File: src/design/knap_pkg.sv
// Shared field widths and controller/datapath interface types for the knapsack solver
package knap_pkg;

    // fixed field widths of the ports
    localparam int unsigned WEIGHT_BITS   = 10;
    localparam int unsigned VALUE_IN_BITS = 16;
    localparam int unsigned CAP_BITS      = 10;
    localparam int unsigned RESULT_BITS   = 32;

    // commands from the controller to the datapath
    typedef struct packed {
        logic load_item;   // latch the accepted item and start the walk address
        logic walk_issue;  // read one walk entry pair and step down
        logic ans_issue;   // read the entry at the capacity
        logic ans_load;    // capture the answer and rewind for the clear sweep
        logic clr_step;    // zero one table entry and step up
    } knap_cmd_t;

    // status from the datapath to the controller
    typedef struct packed {
        logic walk_fits;   // incoming item is not heavier than the capacity
        logic walk_last;   // walk address has reached the item weight
        logic last_item;   // latched last flag of the current item
        logic clr_last;    // clear sweep is at the top entry
    } knap_status_t;

endpackage

File: src/design/knap_ctrl.sv
// Sequencer for item walk, answer read and table clear sweep
module knap_ctrl (
    input  logic                    clk,
    input  logic                    rst_n,
    input  logic                    start,
    input  knap_pkg::knap_status_t  status,
    output knap_pkg::knap_cmd_t     cmd,
    output logic                    busy,
    output logic                    done
);

    import knap_pkg::*;

    typedef enum logic [5:0] {
        ST_IDLE   = 6'b000001,
        ST_WALK   = 6'b000010,
        ST_FLUSH  = 6'b000100,
        ST_ANSWER = 6'b001000,
        ST_LOAD   = 6'b010000,
        ST_CLEAR  = 6'b100000
    } state_t;

    state_t state_reg;
    state_t state_next;
    logic   done_reg;
    logic   done_next;

    // state register, reset starts with a clear sweep
    always_ff @(posedge clk or negedge rst_n)
    begin
        if (!rst_n)
        begin
            state_reg <= ST_CLEAR;
            done_reg  <= 1'b0;
        end
        else
        begin
            state_reg <= state_next;
            done_reg  <= done_next;
        end
    end

    // next state and command decode
    always_comb
    begin
        state_next = state_reg;
        cmd        = '0;
        done_next  = 1'b0;
        unique case (state_reg)
            ST_IDLE:
            begin
                if (start)
                begin
                    cmd.load_item = 1'b1;
                    state_next    = status.walk_fits ? ST_WALK : ST_FLUSH;
                end
            end
            ST_WALK:
            begin
                cmd.walk_issue = 1'b1;
                if (status.walk_last)
                begin
                    state_next = ST_FLUSH;
                end
            end
            ST_FLUSH:
            begin
                // last update lands in the table here
                state_next = status.last_item ? ST_ANSWER : ST_IDLE;
            end
            ST_ANSWER:
            begin
                cmd.ans_issue = 1'b1;
                state_next    = ST_LOAD;
            end
            ST_LOAD:
            begin
                cmd.ans_load = 1'b1;
                done_next    = 1'b1;
                state_next   = ST_CLEAR;
            end
            ST_CLEAR:
            begin
                cmd.clr_step = 1'b1;
                if (status.clr_last)
                begin
                    state_next = ST_IDLE;
                end
            end
            default:
            begin
                state_next = ST_IDLE;
            end
        endcase
    end

    assign busy = (state_reg != ST_IDLE);
    assign done = done_reg;

endmodule

File: config.mk
export PLATFORM = sky130hd
export DESIGN_NAME = knap_ctrl
export DESIGN_NICKNAME = d
export VERILOG_FILES = /design/src/design/knap_pkg.sv /design/src/design/knap_ctrl.sv
export SDC_FILE = /design/constraint.sdc
export NUM_CORES = 1
export LEC_CHECK = 0
export BUFFER_PORTS_ARGS = -buffer_cell sky130_fd_sc_hd__buf_2
export CAP_MARGIN = 30
export CORE_AREA = 8 8 45 47
export CTS_CLUSTER_SIZE = 14
export DETAILED_ROUTE_END_ITERATION = 16
export DIE_AREA = 0 0 53 55
export GPL_ROUTABILITY_DRIVEN = 0
export GPL_TIMING_DRIVEN = 0
export PLACE_DENSITY = 0.58
export SETUP_SLACK_MARGIN = 0.05
export SLEW_MARGIN = 5
export SYNTH_ARGS = -nofsm -noshare
export SYNTH_HDL_FRONTEND = slang
export SYNTH_SLANG_ARGS = --single-unit
File: constraint.sdc
create_clock -name clk -period 1.72 [get_ports clk]
set_clock_uncertainty 0.05 [all_clocks]
set_input_delay 0.172 -clock clk [delete_from_list [all_inputs] [get_ports clk]]
set_output_delay 0.172 -clock clk [all_outputs]
set_load 0.01 [all_outputs]
==> Word-level counts from Yosys, hierarchy flattened <==
Index checks and enable logic that the tools add are counted.
{ "word_totals": {"regBits": 7, "latch_bits": 0, "ramBits": 0, "mem_bits_ro": 0, "input_bits": 7, "output_inout_bits": 7, "elab_cells": 25, "mem_count": 0} }
{ "op_classes": {"n_addsub": 0, "mul": 0, "n_div": 0, "magnitude_cmp": 0, "n_eq_ne": 10, "shifts": 0, "muxes": 12, "n_bitwise": 0, "reduce_logical": 1} }
{ "op_table": {"columns": ["cell", "n"], "rows": [
  ["$pmux 6 s6", 1],
  ["$mux 6", 3],
  ["$eq 6x1->1 const B", 1],
  ["$eq 6x2->1 const B", 1],
  ["$eq 6x3->1 const B", 1],
  ["$eq 6x4->1 const B", 1],
  ["$eq 6x5->1 const B", 1],
  ["$eq 6x6->1 const B", 1],
  ["$mux 1", 6],
  ["$ne 2x2->1 const B", 3],
  ["$ne 6x1->1 const B", 1],
  ["$mux 4", 1],
  ["$mux 3", 1],
  ["$reduce_and 3->1", 1]
]} }

==> Depth between registers and ports, before layout <==
Gate-level depths: netlist of the first run.
{ "depth": {"depth_word": 3, "mapped_depth": 5, "ltp_nobuf": 4} }

==> Least setup slack after synthesis of the first run <==
No wires, ideal clock.
{ "synth_path": {"path_type": "flip-flop to flip-flop", "startpoint": "reg state_reg[2]", "endpoint": "reg state_reg[0]", "arrival_time_ps": 1447, "path_slack_ps": 136, "stages_incl_launch_ff": 6, "path_buffers": 1, "cell_sequence": "dfrtp_1 buf_6 or4_4 nand2b_4 o21a_1 a211oi_2"} }
{ "synth_via": {"elab_chain_len": 3} }
{ "synth_lines": {"columns": ["element", "line", "rtl"], "rows": [
  ["start: declaration", "knap_ctrl.sv:23", "state_t state_reg;"],
  ["start signal: assignment", "knap_ctrl.sv:38", "state_reg <= state_next;"],
  ["$eq 6x2->1, or another cell as far along", "knap_ctrl.sv:49", "unique case (state_reg)"],
  ["$ne 2x2->1 (no line)", null, null],
  ["$reduce_and 3->1 (no line)", null, null]
]} }
Several ways; a longest one is shown, not always the timed one.
A chain may end at the register's enable or synchronous reset.

==> impl_metrics.csv, run 1 <==
group,metric,value,unit
yosys,avgSynthCellArea,9.92,µm²
die,die-area,2920,µm²
yosys,synth_cells,43,
worst_setup_path,rrSetupSlack,140,ps
status,violations,"setup timing",
layout,diodes,0,
routing,num_vias,378,
worst_hold_path,hp-class,"input port to flop",
routing,firstDrtPassIters,3,
clocking,cts_tree,"built",
grt,grt_first_pass_wirelength,1700,µm
clocking,cts_root_buffer,"clkbuf_4",
sta,max_slew_margin,76.1,%
clocking,path_clk_slew,60,ps
yosys,synth_ff_type,"dfrtp_1",
worst_setup_path,crit_required,1500,ps
yosys,synth_area_leaders,"dfrtp_1 (35%), dfstp_2 (6.2%), and3b_2 (4.7%), nor2_1 (4.4%), and2b_1 (3.5%)",
layout,layoutNonFillerInstCount,78,
layout,layout.nets,70,
routing,ant_nets,0,
layout,area_delta_synth_final,37.0,%
grt,grt_pass1_vias,379,
sta,slew_viol_final,0,
place,placedCellCount,72,
yosys,synth-edff-count,0,
die,die_w,53,µm
grt,antenna_found_initial,0,
worst_setup_path,cp.arrival,1580,ps
clocking,cts.sinks,7,
sta,whs,85.8,ps
yosys,yosys.area.top_type,"dfrtp_1",
sta,timing.final.crit_share,105,%
yosys,ys_warn_count,0,
place,port_buffers,13,
power_and_ir_drop,power-per-cell-area,1230,nW/µm²
grt,grt-ovfl-total,0,
yosys,synth_async_sr_flop_share,100,%
grt,grt_max_degree,10,
sta,rsz0062_at_grt,"yes",
routing,avgViaCountPerCell,4.85,
worst_setup_path,path_class,"flop to output port",
routing,drc_errors,0,
worst_setup_path,critPathCaptureType,"output port",
worst_setup_path,cp-start-kind,"flop",
die,dieHeight,55,µm
status,status,"complete, but fails checks",
power_and_ir_drop,leakage,0.316,nW
sta,finalHoldViolCount,0,
power_and_ir_drop,ir_drop,0.436,mV
layout,mostFrequentLayoutCell,"buf_2",
routing,wl_per_cell,13.1,µm
die,ioPinCount,14,
die,core.rowCount,14,
yosys,ys_seq_area_share,41.3,%
die,coreArea,1380,µm²
sta,tightest_slew,356,ps
clocking,insertion_delay,250,ps
job,drv_cap,0,
yosys,synth_nets,50,
yosys,synth.ff_latch_count,7,
place,dpl.hpwl,744,µm
yosys,yosys.area.top_type_share,35.2,%
die,initial_utilization,30.8,%
yosys,synth.distinct_cells,29,
routing,routed_wl,1020,µm
clocking,numCtsBuffers,3,
sta,max_freq,555,MHz
routing,drt_iter0_drc,1,
yosys,synth_area,427,µm²
grt,grt_usage,7.95,%
sta,finalSetupViolCount,2,
clocking,cts_htree_levels,1,
layout,largest_reg_flops,6,
layout,drive_above_1_share,53.2,%
layout,final_cell_mix,"buf_2 (11), nor2_1 (4), buf_4 (4), dfrtp_1 (4)",
sta,setup_slack,-82.9,ps
clocking,max-clock-path-buffers,2,
worst_setup_path,cp_max_fo,3,
sta,period_needed,1800,ps
==> timing repair <==
action,4_1_cts,5_1_grt
setup endpoints to repair,4,7
hold buffers,1,0
pin swaps,0,2
hold endpoints to repair,7,0
resized for setup,4,3
buffers inserted,1,2
==> cells in the mapped netlist, drive strengths merged, types with 2 or more instances <==
master	n
and3b	2
and4b	2
inv	3
o21ai	2
nor2	5
dfrtp	6
and2b	3
buf	2
==> stage by stage <==
stage | utilization, % | cell area, µm² | setup WS [ps] | setup TNS [ps] | power (mW)
CTS | 41.3 | 572 | -142 | -369 | 0.721
floorplan | - | 427 | 136 | 0 | 0.443
finish | 42.2 | 584 | -82.9 | -101 | 0.720
global route | 42.2 | 584 | -154 | -406 | 0.779
detailed placement | 37.0 | 512 | 41.5 | 0 | 0.521
global placement | 37.0 | 512 | 63.1 | 0 | 0.516
==> where the power goes <==
group          internal (mW)  switching [mW]  leakage, nW
registers              0.194          0.0290       0.0867
clock network         0.0887          0.0636       0.0150
logic                  0.183           0.162        0.215
total                  0.465           0.254        0.316
==> final cells by class <==
class | instances | area [µm²]
tap | 16 | 20.0
timing repair buffer | 17 | 110
buffer | 1 | 7.51
inverter | 3 | 11.3
sequential | 7 | 179
fill | 139 | 800
clock buffer | 4 | 26.3
multi-input combinational | 30 | 230
==> critical path, stage by stage, from the launching register on <==
cell and delay [ps]:
dfrtp_1 380, or4_4 550, nand2b_4 180, nor2_4 120
buf_6 110
==> worst paths after layout <==
path                         startpoint      endpoint  cells past startpoint
max reg2reg                state_reg[2]  state_reg[0]                      4
min in group asynchronous         rst_n  state_reg[2]                      2
max in group asynchronous         rst_n  state_reg[5]                      2
min reg2reg                state_reg[2]  state_reg[2]                      2
max                        state_reg[2]        cmd[4]                      4
min                           status[3]  state_reg[1]                      2
==> metal layers <==
layer	GRT usage [%]	share of wire, %
met1	9.82	47
met2	11.1	46
met3	3.21	6.4
met4	5.17	1.2
met5	0	0
==> cells by family (layout without fill, tap and decap cells) <==
group	count (synthesis)	in the layout	share of synthesized area, %
AND/OR/NAND/NOR	21	21	34.9
AO/OA/AOI/OAI	8	8	13.8
flip-flops	7	7	41.3
buffers and inverters	6	25	7.92
XOR/XNOR	1	1	2.05
(Power assumes the default switching activity.)
==> run 2: changes to the inputs <==
- ABC_AREA: unset -> 1
==> run 2 against run 1 <==
Effect of this change:
- the flow now finishes without violations
- count of clock-buffer cells in the layout down 1
- cell count up 15%
- global-route usage down 1.1 points
- flip-flop and latch count unchanged
- utilization down 2.3 points
- final area down 5.4%
- non-clock buffer count down 3
- first-iteration DRC count rose to 5.0 times the previous value
- power down 1.1%
- via count down 4.5%
- highest routed layer is now met3
==> impl_metrics.csv, run 2 <==
group,metric,value,unit
yosys,synth_area,430,µm²
worst_setup_path,worstReg2RegEnd,"state_reg[0]",
layout,final_cell_area,553,µm²
sta,max_freq,653,MHz
yosys,synth.distinct_cells,17,
layout,area_delta_synth_final,28.5,%
yosys,ys_seq_area_share,41.0,%
sta,finalHoldViolCount,0,
clocking,insertion_delay,260,ps
yosys,avgSynthCellArea,7.69,µm²
clocking,cts_htree_levels,1,
worst_setup_path,path_class,"flop to output port",
worst_setup_path,critPathCaptureType,"output port",
layout,multiInputGateArea,190,µm²
layout,largest_reg_flops,6,
sta,whs,79.9,ps
grt,grt_pass1_vias,358,
power_and_ir_drop,power-per-cell-area,1290,nW/µm²
yosys,yosysMostFrequentCell,"inv_1",
routing,routed_wl,902,µm
routing,drc_errors,0,
place,dpl-instance-area,515,µm²
routing,drt_iter0_drc,5,
die,ioPinCount,14,
power_and_ir_drop,p_total,0.712,mW
clocking,cts.sinks,7,
yosys,synth_area_leaders,"dfrtp_1 (35%), inv_1 (11%), nor2_1 (7.8%), nor2_4 (7.8%), dfstp_2 (6.1%)",
yosys,synth-edff-count,0,
sta,timing.final.crit_share,89.1,%
grt,grt_usage,6.87,%
sta,period_needed,1530,ps
worst_setup_path,cp.arrival,1310,ps
yosys,synth_async_sr_flop_share,100,%
place,placedCellCount,85,
power_and_ir_drop,leakage,0.353,nW
routing,num_vias,361,
yosys,synth.ff_latch_count,7,
layout,register_area,176,µm²
worst_setup_path,rrSetupSlack,430,ps
grt,grt_first_pass_wirelength,1410,µm
worst_hold_path,whs_path_depth,3,
sta,tightest_slew,192,ps
yosys,synth_ff_type,"dfrtp_1",
sta,max_slew_margin,87.2,%
clocking,cts_tree,"built",
die,core.rowCount,14,
clocking,max-clock-path-buffers,2,
power_and_ir_drop,ir_drop,0.473,mV
layout,layoutNonFillerInstCount,90,
yosys,ys_warn_count,0,
yosys,synth_cells,56,
die,initial_utilization,31.1,%
die,die_w,53,µm
worst_setup_path,reg2reg_depth,7,
grt,antenna_found_initial,0,
routing,wl_per_cell,10.0,µm
sta,setup_slack,188,ps
yosys,yosys.area.top_type_share,34.9,%
routing,ant_nets,0,
sta,final.setup.tns,0,ps
routing,firstDrtPassIters,4,
sta,slew_viol_final,0,
grt,grt-ovfl-total,0,
worst_setup_path,cp_max_fo,5,
job,drv_cap,0,
layout,drive_above_1_share,40.5,%
clocking,cts_root_buffer,"clkbuf_4",
worst_setup_path,cp-start-kind,"flop",
worst_setup_path,crit_required,1500,ps
yosys,yosys.area.top_type,"dfrtp_1",
layout,layout.nets,82,
worst_setup_path,rr_startpoint,"state_reg[5]",
die,coreArea,1380,µm²
grt,grt_max_degree,8,
die,die-area,2920,µm²
worst_hold_path,holdCritStartpoint,"status[1]",
sta,rsz0062_at_grt,"no",
clocking,numCtsBuffers,3,
routing,avgViaCountPerCell,4.01,
status,status,"finished clean",
die,dieHeight,55,µm
layout,utilization,40.0,%
place,port_buffers,13,
layout,final_cell_mix,"inv_1 (13), buf_2 (13), nor2_1 (9)",
yosys,synth_nets,63,
layout,fill_cells,152,
worst_hold_path,min_to,"state_reg[3]",
yosys,yosys-top-cells-count,"inv_1 (13), nor2_1 (9), nand2_1 (7)",
worst_hold_path,hp-class,"input port to flop",
place,pre_cts_slack,420,ps
layout,diodes,0,
clocking,path_clk_slew,60,ps
sta,finalSetupViolCount,0,
==> run 2: power breakdown <==
group | switching, mW | internal (mW) | total [mW]
Clock | 0.0689 | 0.0854 | 0.154
Combinational | 0.196 | 0.125 | 0.321
Sequential | 0.0367 | 0.200 | 0.237
==> run 2: cell type report <==
class / count / share of cell area (%)
multi-input cells: 33 / 34.4
repair buffers: 14 / 13.6
flip-flops and latches: 7 / 31.9
clock buffers: 3 / 4.07
well taps: 16 / 3.62
clock inverters: 1 / 0.905
inverters: 15 / 10.2
plain buffers: 1 / 1.36
==> run 2: repair_timing <==
action / in CTS / in global routing
buffers inserted: 0 / 0
hold buffers: 1 / 0
gates resized for setup: 0 / 0
hold endpoints to repair: 7 / 0
==> run 2: worst max-delay path: stages, from the launching register on <==
cell	delay (ps)
dfrtp_1	430
nor2_4	180
nand3_2	170
nor2_2	140
buf_2	140
==> run 2: cells by family after synthesis <==
family                 share of synthesized area [%]
AOI/OAI and AO/OA                               4.36
buffers and inverters                           14.8
DFF                                             41.0
and+or+nand+nor                                 39.8
==> run 2: worst max-delay path by stage <==
stage                   endpoint          from  depth (start not counted)
finish                    cmd[4]  state_reg[2]                          4
CTS                       cmd[1]  state_reg[0]                          5
global route              cmd[1]  state_reg[0]                          5
global placement          cmd[1]  state_reg[1]                          5
detailed placement  state_reg[0]  state_reg[5]                          7
floorplan           state_reg[0]  state_reg[2]                          6
==> run 2: routing by layer <==
layer | wire [µm] | part of all wire (%) | global-route usage (%)
met1 | 421 | 47 | 7.57
met2 | 411 | 46 | 9.96
met3 | 69 | 7.6 | 1.87
met4 | 0 | 0 | 7.76
met5 | 0 | 0 | 0
==> run 3: changes to the inputs <==
- PLACE_DENSITY: 0.58 -> unset
==> run 3 against run 2 <==
Effect of this change:
- cell count did not move
- fmax decreased by 0.20%
- critical path depth rose by 1
- largest power group unchanged
- via count is 4.7% higher
- utilization up 0.36 points
- count of clock-buffer cells in the layout unchanged
- power up 0.28%
- flip-flop and latch count did not move
==> impl_metrics.csv, run 3 (synthesis results as in run 2) <==
group,metric,value,unit
worst_setup_path,cp-start-kind,"flop",
sta,final.setup.tns,0,ps
worst_setup_path,slowest_delay,410,ps
clocking,insertion_delay,260,ps
layout,final_cell_area,558,µm²
power_and_ir_drop,ir_drop,0.381,mV
layout,drive_above_1_share,40.5,%
routing,num_vias,378,
power_and_ir_drop,switching_power,0.300,mW
layout,final_cell_mix,"inv_1 (13), buf_2 (13), nor2_1 (9)",
worst_setup_path,critical_path.cell_chain,"nor2_4 -> nand3_1 -> inv_1 -> buf_4 -> buf_2",
grt,grt_pass1_vias,387,
die,coreArea,1380,µm²
clocking,cts_root_buffer,"clkbuf_4",
routing,m1WireLength,398,µm
routing,wl_met2,384,µm
worst_setup_path,cp_slowest_cell,"dfrtp_1",
die,dieHeight,55,µm
job,drv_cap,0,
routing,dr_wl_met3,80,µm
routing,ant_nets,0,
grt,grt_first_pass_wirelength,1570,µm
routing,drt_iter0_drc,4,
place,dpl-instance-area,515,µm²
clocking,cts_htree_levels,1,
status,status,"finished clean",
die,initial_utilization,31.1,%
die,core.rowCount,14,
layout,layout.nets,82,
grt,grt_max_degree,8,
sta,max_freq,651,MHz
sta,tightest_slew,165,ps
die,die-area,2920,µm²
clocking,path_clk_slew,60,ps
sta,finalHoldViolCount,0,
routing,routed.top_layer,"met4",
clocking,cts_tree,"built",
routing,wl_per_cell,9.96,µm
grt,antenna_found_initial,0,
worst_setup_path,crit_family,"flip-flops",
worst_setup_path,path_class,"flop to output port",
layout,register_area,176,µm²
place,dpl.hpwl,756,µm
place,port_buffers,13,
clocking,max-clock-path-buffers,2,
sta,finalSetupViolCount,0,
power_and_ir_drop,leakage,0.354,nW
power_and_ir_drop,power.internal,0.414,mW
routing,routed_wl,896,µm
power_and_ir_drop,combinationalPowerShare,44.6,%
die,ioPinCount,14,
worst_setup_path,critPathCaptureType,"output port",
sta,slew_viol_final,0,
clocking,numCtsBuffers,3,
grt,grt-ovfl-total,0,
power_and_ir_drop,clkPwrFrac,21.7,%
power_and_ir_drop,sw_frac_of_total,42.0,%
power_and_ir_drop,power-per-cell-area,1280,nW/µm²
routing,firstDrtPassIters,4,
grt,grt_usage,7.58,%
sta,rsz0062_at_grt,"no",
sta,max_slew_margin,89.0,%
layout,fill_cells,154,
die,die_w,53,µm
worst_setup_path,crit_required,1500,ps
layout,diodes,0,
worst_setup_path,cp.arrival,1310,ps
clocking,cts.sinks,7,
sta,timing.final.crit_share,89.3,%
worst_hold_path,hp-class,"input port to flop",
worst_setup_path,cp_max_fo,5,
worst_setup_path,worst-path-buf-inv,3,
sta,period_needed,1540,ps
layout,area_delta_synth_final,29.7,%
layout,multiInputGateArea,195,µm²
power_and_ir_drop,seqPwrFrac,33.7,%
clocking,post_cts_buffers,0,
routing,drc_errors,0,
routing,avgViaCountPerCell,4.20,
layout,largest_reg_flops,6,
-- run 3: area by class of cell --
type / count / area share (%)
flip-flops and latches: 7 / 31.6
clock buffers: 3 / 4.04
plain buffers: 1 / 1.35
multi-input cells: 33 / 35.0
inverters: 15 / 10.1
well taps: 16 / 3.59
repair buffers: 14 / 13.5
clock inverters: 1 / 0.897
-- run 3: worst register-to-register path: cells and delay by family, from the launching register on --
family	cells	cell delay, ps
buf+inv	1	50
flops	1	560
simple gates	6	490
-- run 3: routing by layer --
layer	GRT usage, %	vias to the layer above
li1	-	200
met1	8.49	158
met2	10.7	17
met3	1.87	3
met4	9.05	0
met5	0	-
-- run 3: through the flow --
step,instances,power (mW),setup slack [ps],hold slack [ps],util (%)
2_1_floorplan,56,0.474,558,-174,-
3_3_place_gp,85,0.551,467,-38.1,37.3
3_5_place_dp,85,0.556,433,-34.0,37.3
4_1_cts,90,0.719,137,78.8,40.0
5_1_grt,90,0.781,94.8,81.5,40.3
6_report,90,0.714,185,82.9,40.3
-- run 3: path summary, 6_finish.rpt --
| check | from | endpoint | slack (ps) | cells past startpoint |
|---|---|---|---|---|
| min | status[3] | state_reg[1] | 80 | 3 |
| max reg2reg | state_reg[5] | state_reg[0] | 460 | 7 |
| min in group asynchronous | rst_n | done | 220 | 2 |
| max | state_reg[2] | cmd[1] | 180 | 5 |
| max in group asynchronous | rst_n | state_reg[5] | 1170 | 2 |
| min reg2reg | state_reg[5] | state_reg[5] | 590 | 4 |
-- run 3: power by group through the flow --
stage	sequential (mW)	combinational (mW)	clock, mW
finish	0.241	0.318	0.155
global route	0.249	0.363	0.169
CTS	0.235	0.322	0.163
detailed placement	0.238	0.318	0
global placement	0.233	0.318	0
floorplan	0.232	0.242	0
-- run 3: repair_timing --
action                                  CTS  global route
hold endpoints to repair                  7             0
resized for setup                         0             1
hold buffers                              1             0
endpoints found under the setup margin    0             1
